### config.mk
export PLATFORM = sky130hd
export DESIGN_NAME = pwm_timer_channel_allocator
export DESIGN_NICKNAME = d
export VERILOG_FILES = /design/src/hw/rtl/ptca_pkg.sv /design/src/hw/rtl/pwm_timer_channel_allocator.sv /design/src/hw/rtl/ptca_ctrl.sv /design/src/hw/rtl/ptca_dpath.sv
export SDC_FILE = /design/constraint.sdc
export NUM_CORES = 1
export LEC_CHECK = 0
export BUFFER_PORTS_ARGS = -buffer_cell sky130_fd_sc_hd__buf_2
export CORE_MARGIN = 4
export CORE_UTILIZATION = 36
export DETAILED_ROUTE_END_ITERATION = 8
export PLACE_DENSITY = 0.61
export SKIP_LAST_GASP = 1
export SYNTH_ARGS = -nofsm -noshare
export SYNTH_HDL_FRONTEND = slang
export SYNTH_HIERARCHICAL = 1
export SYNTH_SLANG_ARGS = --single-unit
### constraint.sdc
create_clock -name clk -period 3.8 [get_ports clk]
set_input_delay 0.19 -clock clk [delete_from_list [all_inputs] [get_ports clk]]
set_output_delay 0.19 -clock clk [all_outputs]
set_load 0.05 [all_outputs]
### src/hw/rtl/ptca_pkg.sv
// shared types, constants and helpers for the pwm timer and channel allocator
// used by ptca_ctrl, ptca_dpath and pwm_timer_channel_allocator
`timescale 1ns / 1ps

package ptca_pkg;

	localparam int unsigned NUM_TIMERS   = 4;
	localparam int unsigned NUM_CHANNELS = 8;

	localparam int unsigned TMR_W  = $clog2(NUM_TIMERS);
	localparam int unsigned CH_W   = $clog2(NUM_CHANNELS);
	localparam int unsigned FREQ_W = 27;
	localparam int unsigned DUTY_W = 16;
	localparam int unsigned RES_W  = 4;
	localparam int unsigned SD_W   = 13;
	localparam int unsigned OP_W   = 2;
	localparam int unsigned STAT_W = 3;

	localparam logic [RES_W-1:0]  RES_CAP       = RES_W'(13);
	localparam logic [FREQ_W-1:0] BASE_CLK_RST  = FREQ_W'(80000000);
	// freq shifted left by up to RES_CAP + 1
	localparam int unsigned       SH_W          = FREQ_W + 14;

	localparam int unsigned IN_TDATA_W  = 48;
	localparam int unsigned OUT_TDATA_W = 32;

	typedef enum logic [OP_W-1:0] {
		OP_ACQUIRE  = 2'd0,
		OP_RELEASE  = 2'd1,
		OP_SET_DUTY = 2'd2
	} op_t;

	typedef enum logic [STAT_W-1:0] {
		ST_OK        = 3'd0,
		ST_BAD_FREQ  = 3'd1,
		ST_NO_TIMER  = 3'd2,
		ST_NO_CHAN   = 3'd3,
		ST_NOT_ALLOC = 3'd4
	} status_t;

	// packed from the top bit down, so status lands in the lowest bits
	typedef struct packed {
		logic              timer_freed;
		logic [SD_W-1:0]   scaled_duty;
		logic [RES_W-1:0]  resolution_bits;
		logic [CH_W-1:0]   chan_idx;
		logic [TMR_W-1:0]  tmr_idx;
		status_t           status;
	} result_t;

	localparam int unsigned RESULT_W = $bits(result_t);

	typedef struct packed {
		logic    load;
		logic    res_start;
		logic    res_step;
		logic    tscan_start;
		logic    tscan_step;
		logic    acq_commit;
		logic    rel_commit;
		logic    duty_result;
		logic    emit;
		status_t emit_status;
	} cmd_t;

	typedef struct packed {
		op_t  op;
		logic freq_bad;
		logic ch_in_use;
		logic res_more;
		logic res_zero;
		logic timer_hit;
		logic timer_last;
		logic chan_free;
		logic out_busy;
	} sts_t;

	function automatic logic [SD_W-1:0] scale_duty(input logic [DUTY_W-1:0] duty,
	                                               input logic [RES_W-1:0] res);
		logic [DUTY_W-1:0] sh;
		logic [4:0]        amt;
		amt = 5'd16 - {1'b0, res};
		sh  = duty >> amt;
		return sh[SD_W-1:0];
	endfunction

endpackage

### src/hw/rtl/pwm_timer_channel_allocator.sv
// top level of the pwm timer and channel allocator
// depends on ptca_pkg, ptca_ctrl and ptca_dpath
`timescale 1ns / 1ps

// Hands out PWM timers and channels one request at a time. For an acquire,
// the duty resolution is found by a shift-and-compare unit at one bit per
// cycle, then the timers are scanned one per cycle (up to 4), then the first
// free channel is taken. Release and set duty skip the search, and an item
// with op 3 is dropped with no result. A new item is taken once the previous
// one has reached the output register, so one result may wait on the master
// side while the next item is worked on.
module pwm_timer_channel_allocator (
	input  logic                             clk,
	input  logic                             arst_n,
	input  logic                             cfg_wr_en,
	input  logic [ptca_pkg::FREQ_W-1:0]      cfg_wr_data,     // base_clock_hz
	input  logic                             s_axis_tvalid,
	output logic                             s_axis_tready,
	// frequency[26:0], var_freq[27], duty[43:28], channel[46:44]
	input  logic [ptca_pkg::IN_TDATA_W-1:0]  s_axis_tdata,
	input  logic [ptca_pkg::OP_W-1:0]        s_axis_tuser,    // op[1:0]
	output logic                             m_axis_tvalid,
	input  logic                             m_axis_tready,
	// status[2:0], tmr_idx[4:3], chan_idx[7:5], resolution_bits[11:8],
	// scaled_duty[24:12], timer_freed[25]
	output logic [ptca_pkg::OUT_TDATA_W-1:0] m_axis_tdata
);
	import ptca_pkg::*;

	cmd_t cmd;
	sts_t sts;

	ptca_ctrl u_ctrl (
		.clk           (clk),
		.arst_n        (arst_n),
		.s_axis_tvalid (s_axis_tvalid),
		.s_axis_tready (s_axis_tready),
		.sts           (sts),
		.cmd           (cmd)
	);

	ptca_dpath u_dpath (
		.clk           (clk),
		.arst_n        (arst_n),
		.cfg_wr_en     (cfg_wr_en),
		.cfg_wr_data   (cfg_wr_data),
		.s_axis_tdata  (s_axis_tdata),
		.s_axis_tuser  (s_axis_tuser),
		.cmd           (cmd),
		.sts           (sts),
		.m_axis_tvalid (m_axis_tvalid),
		.m_axis_tready (m_axis_tready),
		.m_axis_tdata  (m_axis_tdata)
	);

endmodule

### src/hw/rtl/ptca_ctrl.sv
// sequencing state machine for the allocator
// depends on ptca_pkg; drives commands into ptca_dpath and reads its status
`timescale 1ns / 1ps

module ptca_ctrl (
	input  logic           clk,
	input  logic           arst_n,
	input  logic           s_axis_tvalid,
	output logic           s_axis_tready,
	input  ptca_pkg::sts_t sts,
	output ptca_pkg::cmd_t cmd
);
	import ptca_pkg::*;

	typedef enum logic [5:0] {
		S_IDLE   = 6'b000001,
		S_DECODE = 6'b000010,
		S_RES    = 6'b000100,
		S_TSCAN  = 6'b001000,
		S_CHAN   = 6'b010000,
		S_EMIT   = 6'b100000
	} state_t;

	state_t  state_q, state_d;
	status_t status_q, status_d;

	assign s_axis_tready = (state_q == S_IDLE);

	always_comb begin
		state_d         = state_q;
		status_d        = status_q;
		cmd             = '0;
		cmd.emit_status = status_q;
		unique case (state_q)
			S_IDLE: begin
				if (s_axis_tvalid) begin
					cmd.load = 1'b1;
					state_d  = S_DECODE;
				end
			end
			S_DECODE: begin
				unique case (sts.op) inside
					OP_ACQUIRE: begin
						if (sts.freq_bad) begin
							status_d = ST_BAD_FREQ;
							state_d  = S_EMIT;
						end else begin
							cmd.res_start = 1'b1;
							state_d       = S_RES;
						end
					end
					OP_RELEASE, OP_SET_DUTY: begin
						state_d = S_EMIT;
						if (!sts.ch_in_use) begin
							status_d = ST_NOT_ALLOC;
						end else begin
							status_d = ST_OK;
							if (sts.op == OP_RELEASE) begin
								cmd.rel_commit = 1'b1;
							end else begin
								cmd.duty_result = 1'b1;
							end
						end
					end
					default: begin
						// unused opcode: dropped without a result
						state_d = S_IDLE;
					end
				endcase
			end
			S_RES: begin
				if (sts.res_more) begin
					cmd.res_step = 1'b1;
				end else if (sts.res_zero) begin
					status_d = ST_BAD_FREQ;
					state_d  = S_EMIT;
				end else begin
					cmd.tscan_start = 1'b1;
					state_d         = S_TSCAN;
				end
			end
			S_TSCAN: begin
				if (sts.timer_hit) begin
					state_d = S_CHAN;
				end else if (sts.timer_last) begin
					status_d = ST_NO_TIMER;
					state_d  = S_EMIT;
				end else begin
					cmd.tscan_step = 1'b1;
				end
			end
			S_CHAN: begin
				state_d = S_EMIT;
				if (sts.chan_free) begin
					cmd.acq_commit = 1'b1;
					status_d       = ST_OK;
				end else begin
					status_d = ST_NO_CHAN;
				end
			end
			S_EMIT: begin
				if (!sts.out_busy) begin
					cmd.emit = 1'b1;
					state_d  = S_IDLE;
				end
			end
			default: begin
				state_d = S_IDLE;
			end
		endcase
	end

	always_ff @(posedge clk or negedge arst_n) begin
		if (!arst_n) begin
			state_q  <= S_IDLE;
			status_q <= ST_OK;
		end else begin
			state_q  <= state_d;
			status_q <= status_d;
		end
	end

endmodule

### src/hw/rtl/ptca_dpath.sv
// datapath: input capture, resolution search, timer and channel tables,
// result and output registers; depends on ptca_pkg, commanded by ptca_ctrl
`timescale 1ns / 1ps

module ptca_dpath (
	input  logic                               clk,
	input  logic                               arst_n,
	input  logic                               cfg_wr_en,
	input  logic [ptca_pkg::FREQ_W-1:0]        cfg_wr_data,
	input  logic [ptca_pkg::IN_TDATA_W-1:0]    s_axis_tdata,
	input  logic [ptca_pkg::OP_W-1:0]          s_axis_tuser,
	input  ptca_pkg::cmd_t                     cmd,
	output ptca_pkg::sts_t                     sts,
	output logic                               m_axis_tvalid,
	input  logic                               m_axis_tready,
	output logic [ptca_pkg::OUT_TDATA_W-1:0]   m_axis_tdata
);
	import ptca_pkg::*;

	logic [FREQ_W-1:0] base_q;

	op_t               op_q;
	logic [FREQ_W-1:0] freq_q;
	logic              vf_q;
	logic [DUTY_W-1:0] duty_q;
	logic [CH_W-1:0]   ch_q;

	logic [FREQ_W-1:0]       tf_q [NUM_TIMERS];
	logic [NUM_TIMERS-1:0]   excl_q;
	logic [NUM_CHANNELS-1:0] in_use_q;
	logic [TMR_W-1:0]        ctim_q [NUM_CHANNELS];
	logic [RES_W-1:0]        cres_q [NUM_CHANNELS];

	logic [SH_W-1:0]  sh_q;
	logic [RES_W-1:0] res_q;
	logic [TMR_W-1:0] t_q;

	result_t                rslt_q;
	result_t                out_d;
	logic                   out_valid_q;
	logic [RESULT_W-1:0]    out_data_q;

	logic             free_any;
	logic [CH_W-1:0]  free_idx;
	logic             taken;
	logic             freed;
	logic [TMR_W-1:0] rel_tim;
	logic [RES_W-1:0] rel_res;

	// configuration
	always_ff @(posedge clk or negedge arst_n) begin
		if (!arst_n) begin
			base_q <= BASE_CLK_RST;
		end else if (cfg_wr_en) begin
			base_q <= cfg_wr_data;
		end
	end

	// input capture
	always_ff @(posedge clk) begin
		if (cmd.load) begin
			op_q   <= op_t'(s_axis_tuser);
			freq_q <= s_axis_tdata[26:0];
			vf_q   <= s_axis_tdata[27];
			duty_q <= s_axis_tdata[43:28];
			ch_q   <= s_axis_tdata[46:44];
		end
	end

	assign rel_tim = ctim_q[ch_q];
	assign rel_res = cres_q[ch_q];

	// first free channel
	always_comb begin
		free_any = 1'b0;
		free_idx = '0;
		for (int c = NUM_CHANNELS - 1; c >= 0; c--) begin
			if (!in_use_q[c]) begin
				free_any = 1'b1;
				free_idx = CH_W'(c);
			end
		end
	end

	// another channel still on the releasing channel's timer
	always_comb begin
		taken = 1'b0;
		for (int c = 0; c < NUM_CHANNELS; c++) begin
			if (in_use_q[c] && (CH_W'(c) != ch_q) && (ctim_q[c] == rel_tim)) begin
				taken = 1'b1;
			end
		end
	end

	assign freed = !taken || excl_q[rel_tim];

	// resolution search: freq << (r + 1) <= base means floor(base / freq) >= 2^(r + 1)
	always_ff @(posedge clk or negedge arst_n) begin
		if (!arst_n) begin
			res_q <= '0;
			sh_q  <= '0;
			t_q   <= '0;
		end else begin
			if (cmd.res_start) begin
				res_q <= '0;
				sh_q  <= {{(SH_W - FREQ_W){1'b0}}, freq_q} << 1;
			end else if (cmd.res_step) begin
				res_q <= res_q + RES_W'(1);
				sh_q  <= sh_q << 1;
			end
			if (cmd.tscan_start) begin
				t_q <= '0;
			end else if (cmd.tscan_step) begin
				t_q <= t_q + TMR_W'(1);
			end
		end
	end

	// timer and channel ownership tables
	always_ff @(posedge clk or negedge arst_n) begin
		if (!arst_n) begin
			for (int t = 0; t < NUM_TIMERS; t++) begin
				tf_q[t] <= '0;
			end
			excl_q   <= '0;
			in_use_q <= '0;
		end else if (cmd.acq_commit) begin
			tf_q[t_q]          <= freq_q;
			excl_q[t_q]        <= excl_q[t_q] | vf_q;
			in_use_q[free_idx] <= 1'b1;
		end else if (cmd.rel_commit) begin
			in_use_q[ch_q] <= 1'b0;
			if (freed) begin
				tf_q[rel_tim]   <= '0;
				excl_q[rel_tim] <= 1'b0;
			end
		end
	end

	always_ff @(posedge clk) begin
		if (cmd.acq_commit) begin
			ctim_q[free_idx] <= t_q;
			cres_q[free_idx] <= res_q;
		end
	end

	// staged result for the ok case
	always_ff @(posedge clk) begin
		if (cmd.acq_commit) begin
			rslt_q.status          <= ST_OK;
			rslt_q.tmr_idx         <= t_q;
			rslt_q.chan_idx        <= free_idx;
			rslt_q.resolution_bits <= res_q;
			rslt_q.scaled_duty     <= scale_duty(duty_q, res_q);
			rslt_q.timer_freed     <= 1'b0;
		end else if (cmd.rel_commit) begin
			rslt_q.status          <= ST_OK;
			rslt_q.tmr_idx         <= rel_tim;
			rslt_q.chan_idx        <= ch_q;
			rslt_q.resolution_bits <= rel_res;
			rslt_q.scaled_duty     <= '0;
			rslt_q.timer_freed     <= freed;
		end else if (cmd.duty_result) begin
			rslt_q.status          <= ST_OK;
			rslt_q.tmr_idx         <= rel_tim;
			rslt_q.chan_idx        <= ch_q;
			rslt_q.resolution_bits <= rel_res;
			rslt_q.scaled_duty     <= scale_duty(duty_q, rel_res);
			rslt_q.timer_freed     <= 1'b0;
		end
	end

	always_comb begin
		out_d        = '0;
		out_d.status = cmd.emit_status;
		if (cmd.emit_status == ST_OK) begin
			out_d = rslt_q;
		end else if (cmd.emit_status == ST_NOT_ALLOC) begin
			out_d.chan_idx = ch_q;
		end
	end

	// output register, frees the controller while a result waits
	always_ff @(posedge clk or negedge arst_n) begin
		if (!arst_n) begin
			out_valid_q <= 1'b0;
		end else if (cmd.emit) begin
			out_valid_q <= 1'b1;
		end else if (m_axis_tready) begin
			out_valid_q <= 1'b0;
		end
	end

	always_ff @(posedge clk) begin
		if (cmd.emit) begin
			out_data_q <= out_d;
		end
	end

	assign m_axis_tvalid = out_valid_q;
	assign m_axis_tdata  = {{(OUT_TDATA_W - RESULT_W){1'b0}}, out_data_q};

	assign sts.op         = op_q;
	assign sts.freq_bad   = (freq_q == '0) || (freq_q > base_q);
	assign sts.ch_in_use  = in_use_q[ch_q];
	assign sts.res_more   = (sh_q <= {{(SH_W - FREQ_W){1'b0}}, base_q}) && (res_q != RES_CAP);
	assign sts.res_zero   = (res_q == '0);
	assign sts.timer_hit  = ((tf_q[t_q] == freq_q) && !vf_q && !excl_q[t_q]) ||
	                        (tf_q[t_q] == '0);
	assign sts.timer_last = (t_q == TMR_W'(NUM_TIMERS - 1));
	assign sts.chan_free  = free_any;
	assign sts.out_busy   = out_valid_q && !m_axis_tready;

	a_acq_marks_channel: assert property (@(posedge clk) disable iff (!arst_n)
		cmd.acq_commit |=> in_use_q[$past(free_idx)])
		else $error("acquired channel not marked in use");

	a_rel_clears_channel: assert property (@(posedge clk) disable iff (!arst_n)
		cmd.rel_commit |=> !in_use_q[$past(ch_q)])
		else $error("released channel still in use");

	a_res_capped: assert property (@(posedge clk) disable iff (!arst_n)
		res_q <= RES_CAP)
		else $error("resolution above cap");

	a_excl_running: assert property (@(posedge clk) disable iff (!arst_n)
		excl_q[t_q] |-> (tf_q[t_q] != '0))
		else $error("exclusive timer marked free");

	a_emit_no_overrun: assert property (@(posedge clk) disable iff (!arst_n)
		cmd.emit |-> !(out_valid_q && !m_axis_tready))
		else $error("result overwrites a waiting item");

endmodule

* Word level (Yosys, flattened, before mapping) *
Memory sizes are Yosys's and may differ from the RTL's. A register that Yosys moved wholly into a read port is not among the register bits.
Index checks and enable logic that the tools add are counted.

storage, ports and cells
  register bits after elaboration = 302
  bits in writable memories = 48
  output and inout bits = 34
  word-level logic and storage cells = 256
  memories = 2

operators by class
  $add $sub $neg = 4
  $lt $le $gt $ge = 14
  equal/unequal tests = 36
  shift operators = 2
  multiplexer cells = 111
  bitwise operators = 10
  reductions and logical operators = 51

memories
  name            depth  width  read ports  clocked after memory_dff  wr ports  RTL line          source
  u_dpath.cres_q  8      4      1           1                         1         ptca_dpath.sv:32  logic [RES_W-1:0] cres_q [NUM_CHANNELS];
  u_dpath.ctim_q  8      2      9           1                         1         ptca_dpath.sv:31  logic [TMR_W-1:0] ctim_q [NUM_CHANNELS];

operators by type and width
  cell               number
  $mux 108           3
  $and 108x108->108  1
  $bwmux 108         1
  $demux 27 s2       2
  $mux 27            4
  $not 108->108      1
  $mux 41            2
  $bmux 27 s2        1
  $logic_not 27->1   2
  $mux 3             18
  $mux 26            2
  $mux 1             44
  $mux 6             7
  $le 41x27->1       1
  $pmux 6 s6         1
  $shr 16x5->13      2
  $eq 27x27->1       1
  $gt 27x27->1       1
  $logic_and 1x1->1  26
  $mux 25            1
  $mux 4             5
  $eq 2x2->1         8
  $mux 8             2
  $mux 2             7
  52 further kinds   85

* Longest topological paths before layout *
  depth after elaboration = 16
  mapped depth = 17

* By module *
The synthesis kept the hierarchy.

by module, submodules not included
  module      times used  cells an instance  area each (um2)  seq. area each (um2)
  ptca_dpath  1           1,375              16,991.3         9,298.9
  ptca_ctrl   1           89                 759.5            226.5

* Least setup slack after synthesis *
No wires, ideal clock.

  path type = flip-flop to flip-flop
  from = reg (tool-made name)
  to = reg u_dpath/rslt_q[14] (netlist bit), data pin
  data arrival time = 3.500 ns
  path slack = 0.036 ns
  cell stages (with the launch flop) = 13
  buffers on the path = 5
  period minus slack after synthesis = 3.764 ns
  cells stage by stage = dfxtp_1 > buf_2 > mux4_2 > mux2i_1 > buf_2 > buf_2 > ha_1 > clkbuf_1 > clkbuf_1 > a21oi_1 > a21oi_1 > o22a_1 > o21ai_0

RTL lines
  item              RTL line          source
  end: declaration  ptca_dpath.sv:38  result_t rslt_q;

==> results by group <==
Critical path
  – CP max FO: 28
  – CP required: 4.27 ns
  – RR Endpoint: u_dpath/tf_q[94]
  – Arrival @ worst endpoint: 4.03 ns
  – Crit path kind: reg -> reg
  – R2R cell count: 10
  – R2R Setup Slk: 0.24 ns
  – Startpoint types: register
  – Crit path capture: u_dpath/tf_q[94]
  – Critical Path End Type: register

Synth
  – Yosys reg bits: 352
  – Yosys top cell by area: dfrtp_1
  – Post-Synth Adder-Cell Area: 0.0451
  – FFs w/ async S/R, synth: 0.577
  – Post-synth top flop: dfrtp_1
  – Post-synth EDFFs: 145
  – Synth Area in Simple Gates: 0.0983
  – Leading post-synthesis cells by cell area: dfrtp_1 (27%), edfxtp_1 (25%), mux4_2 (6.5%)
  – Synth Instances: 1,464
  – Main combinational cell family by area after synthesis: compound AO/OA/AOI/OAI gates
  – Synth Area in Compound Gates: 0.136
  – Yosys cell types: 70
  – Syn Area/Cell: 12.1 sq um
  – Synth Cell Area: 17,800 sq um
  – Ys Warns: 6
  – Sequential share of the synthesized area: 0.537
  – Xor/xnor share of the synthesized area: 0.0232
  – Area share of the largest cell type after synthesis: 0.273
  – Mux cell area share after synthesis: 0.120

Pwr
  – Clock share of power: 0.314
  – PwrDens: 567 nW/um^2
  – Sw Ratio: 0.329
  – Pleak: 8.80 nW
  – Int Pwr: 8.09 mW
  – Seq pwr share: 0.396
  – Worst VDD drop: 0.300 mV
  – Combinational Power Share: 0.290
  – P_sw: 3.96 mW
  – Total power draw: 12.1 mW

STA
  – TNS Setup: 0 ns
  – Period utilisation layout: 0.938
  – Final hold violations: 0
  – FMAX: 281 MHz
  – Setup violators final: 0
  – Final min period: 3.56 ns
  – Clk_skew: 0.0118 ns
  – Slew HR: 0.242
  – Hold Slack: 0.218 ns
  – RSZ-0062 raised after global routing: false
  – Actual slew at the worst max-slew pin: 1.14 ns
  – Fin. max-slew vios: 0

Floorplanning
  – Core ar.: 48,800 sq um
  – Die span in y: 230 microns
  – Starting Density: 0.363
  – Row cnt: 81
  – Die X: 230 microns
  – Top Ports: 116
  – Die area: 52,900 sq um

Route
  – Vias/cell: 5.33
  – 1st-iter DRT viols: 839
  – Routed wire per std cell: 19.8 microns
  – DRC: 0
  – Detailed Route WL: 46,500 microns
  – Via Count: 12,489
  – Antenna viol nets, final: 0
  – 1st-pass router iterations: 5

Finish
  – Share of cells above drive strength 1: 0.190
  – Area Growth Syn to Fin: 19.7%
  – Fin area: 21,300 sq um
  – NumNets Final: 1,791
  – Final core utilization: 0.435
  – ANT cells: 0

CTS
  – Root Driver: clkbuf_16
  – CTS buffer count: 40
  – CTS tree: built
  – Post-CTS Resized: 0
  – H-tree depth: 2
  – # Post-CTS Setup Buffers: 0
  – Clock Latency Late Sink: 0.55 ns
  – Cts-stage hold buffer count: 79
  – Clk slew on worst S/H paths: 0.05 ns
  – Clock sink count: 352
  – Clock Path Buffers: 3

Global route
  – GRT Residual Overflow: 0
  – Vias in the first global route: 12,931
  – Initial antenna violation count: 0
  – Total Routing Usage GR: 0.174
  – First-pass GRT wire length: 73,300 microns
  – Largest net degree at the start of global routing: 96

Place
  – Placed Area: 19,200 sq um
  – DPL Wire Length: 31,100 microns
  – Port bufs: 108
  – Final GP Congestion: 0.872

Min path
  – Type of the worst min-delay path: in -> reg

Run status
  – Status: complete, no violations

Job
  – Max Cap Viol: 0
power groups by stage:
| stage | combinational, mW | clock [mW] | sequential, mW |
|---|---|---|---|
| after floorplan | 2.48 | 0 | 4.67 |
| after global placement | 3.36 | 0 | 4.84 |
| after detailed placement | 3.41 | 0 | 4.85 |
| after CTS | 3.49 | 3.88 | 4.78 |
| after global routing | 3.83 | 4.05 | 4.82 |
| final | 3.50 | 3.78 | 4.77 |
state kept, by name, indices dropped and copies added, names as in the netlist, 4 cells and up, named ones only:
signal and cells:
u_dpath/res_q 4, u_dpath/sh_q 40, u_dpath/ctim_q 16, u_dpath/base_q 27
u_dpath/out_data_q 26, u_dpath/rslt_q 23, u_dpath/freq_q 27, u_dpath/duty_q 16
u_dpath/in_use_q 8, u_dpath/cres_q 32, u_dpath/tf_q 108, u_ctrl/state_q 6
u_dpath/excl_q 4
kinds of logic (layout without fill, tap and decap cells):
family	Yosys count	after routing
other	1	6
adders and majority gates	64	64
and+or+nand+nor	352	352
xor gates and xnor gates	47	47
DFF	352	352
AOI/OAI and AO/OA	338	338
buffers and inverters	163	371
muxes	147	147
cell type report:
| type | count | area (sq um) |
|---|---|---|
| flip-flops and latches | 352 | 9530 |
| clock inverters | 15 | 119 |
| multi-input cells | 954 | 7540 |
| repair buffers | 248 | 1870 |
| inverters | 49 | 184 |
| well taps | 664 | 831 |
| clock buffers | 59 | 1180 |
| fillers | 4575 | 27600 |
stage by stage:
stage	setup WS, ns	instances
after floorplan	0.0356	1469
after global placement	0.337	2188
after detailed placement	0.259	2188
after CTS	0.210	2341
after global routing	0.0358	2341
final	0.237	2341
synthesized netlist by cell type (all sizes together) (11+ instances only):
| cell | n |
|---|---|
| and2 | 26 |
| mux2 | 11 |
| mux2i | 85 |
| buf | 50 |
| clkbuf | 64 |
| nand4 | 20 |
| nand3 | 20 |
| dfrtp | 194 |
| a21oi | 43 |
| xnor2 | 25 |
| mux4 | 51 |
| o21ai | 100 |
| nand2 | 119 |
| edfxtp | 145 |
| a22o | 109 |
| inv | 49 |
| a21o | 13 |
| nor3 | 20 |
| nor2b | 20 |
| xor2 | 22 |
| nor4 | 22 |
| ha | 64 |
| nand2b | 15 |
| nor2 | 64 |
critical path: stages, from the launching register on:
cell and delay (ns):
dfxtp_1 0.43, mux4_2 0.56, mux2i_4 0.41, buf_4 0.23, xnor2_1 0.08, nor4_1 0.26, a211o_1 0.18, o41ai_4 0.07
buf_4 0.20, o21ai_4 0.81, a22o_1 0.25
cell usage in the layout (no fill, tap or decap), types with 22 or more instances in the layout:
cell,instances
mux4_2,51
ha_1,64
nand2_1,119
o21ai_0,94
dfrtp_1,193
nor4_1,22
inv_1,48
a22o_1,109
dlygate4sd3_1,79
xor2_1,22
mux2i_1,83
buf_4,55
buf_2,107
a21oi_1,43
xnor2_1,25
clkbuf_16,41
and2_1,25
nor2_1,62
edfxtp_1,145
worst min-delay path by stage:
stage / from / to / slack, ns / cells after the start
4_1_cts: cfg_wr_en / u_dpath/base_q[15] / 0.19 / 3
3_5_place_dp: arst_n / u_dpath/base_q[11] / 0.33 / 1
3_3_place_gp: arst_n / u_dpath/base_q[9] / 0.31 / 1
6_report: cfg_wr_en / u_dpath/base_q[10] / 0.22 / 3
2_1_floorplan: arst_n / u_ctrl/state_q[1] / -0.11 / 0
5_1_grt: cfg_wr_en / u_dpath/base_q[10] / 0.24 / 3
per-layer routing:
metal,global-route usage,routed length (microns),up-vias
met5,0,0,-
li1,-,-,5815
met1,0.227,19900,6222
met4,0.0618,1420,0
met2,0.291,22400,365
met3,0.0325,2710,87
Note: power is estimated with default switching activity, not from simulation.
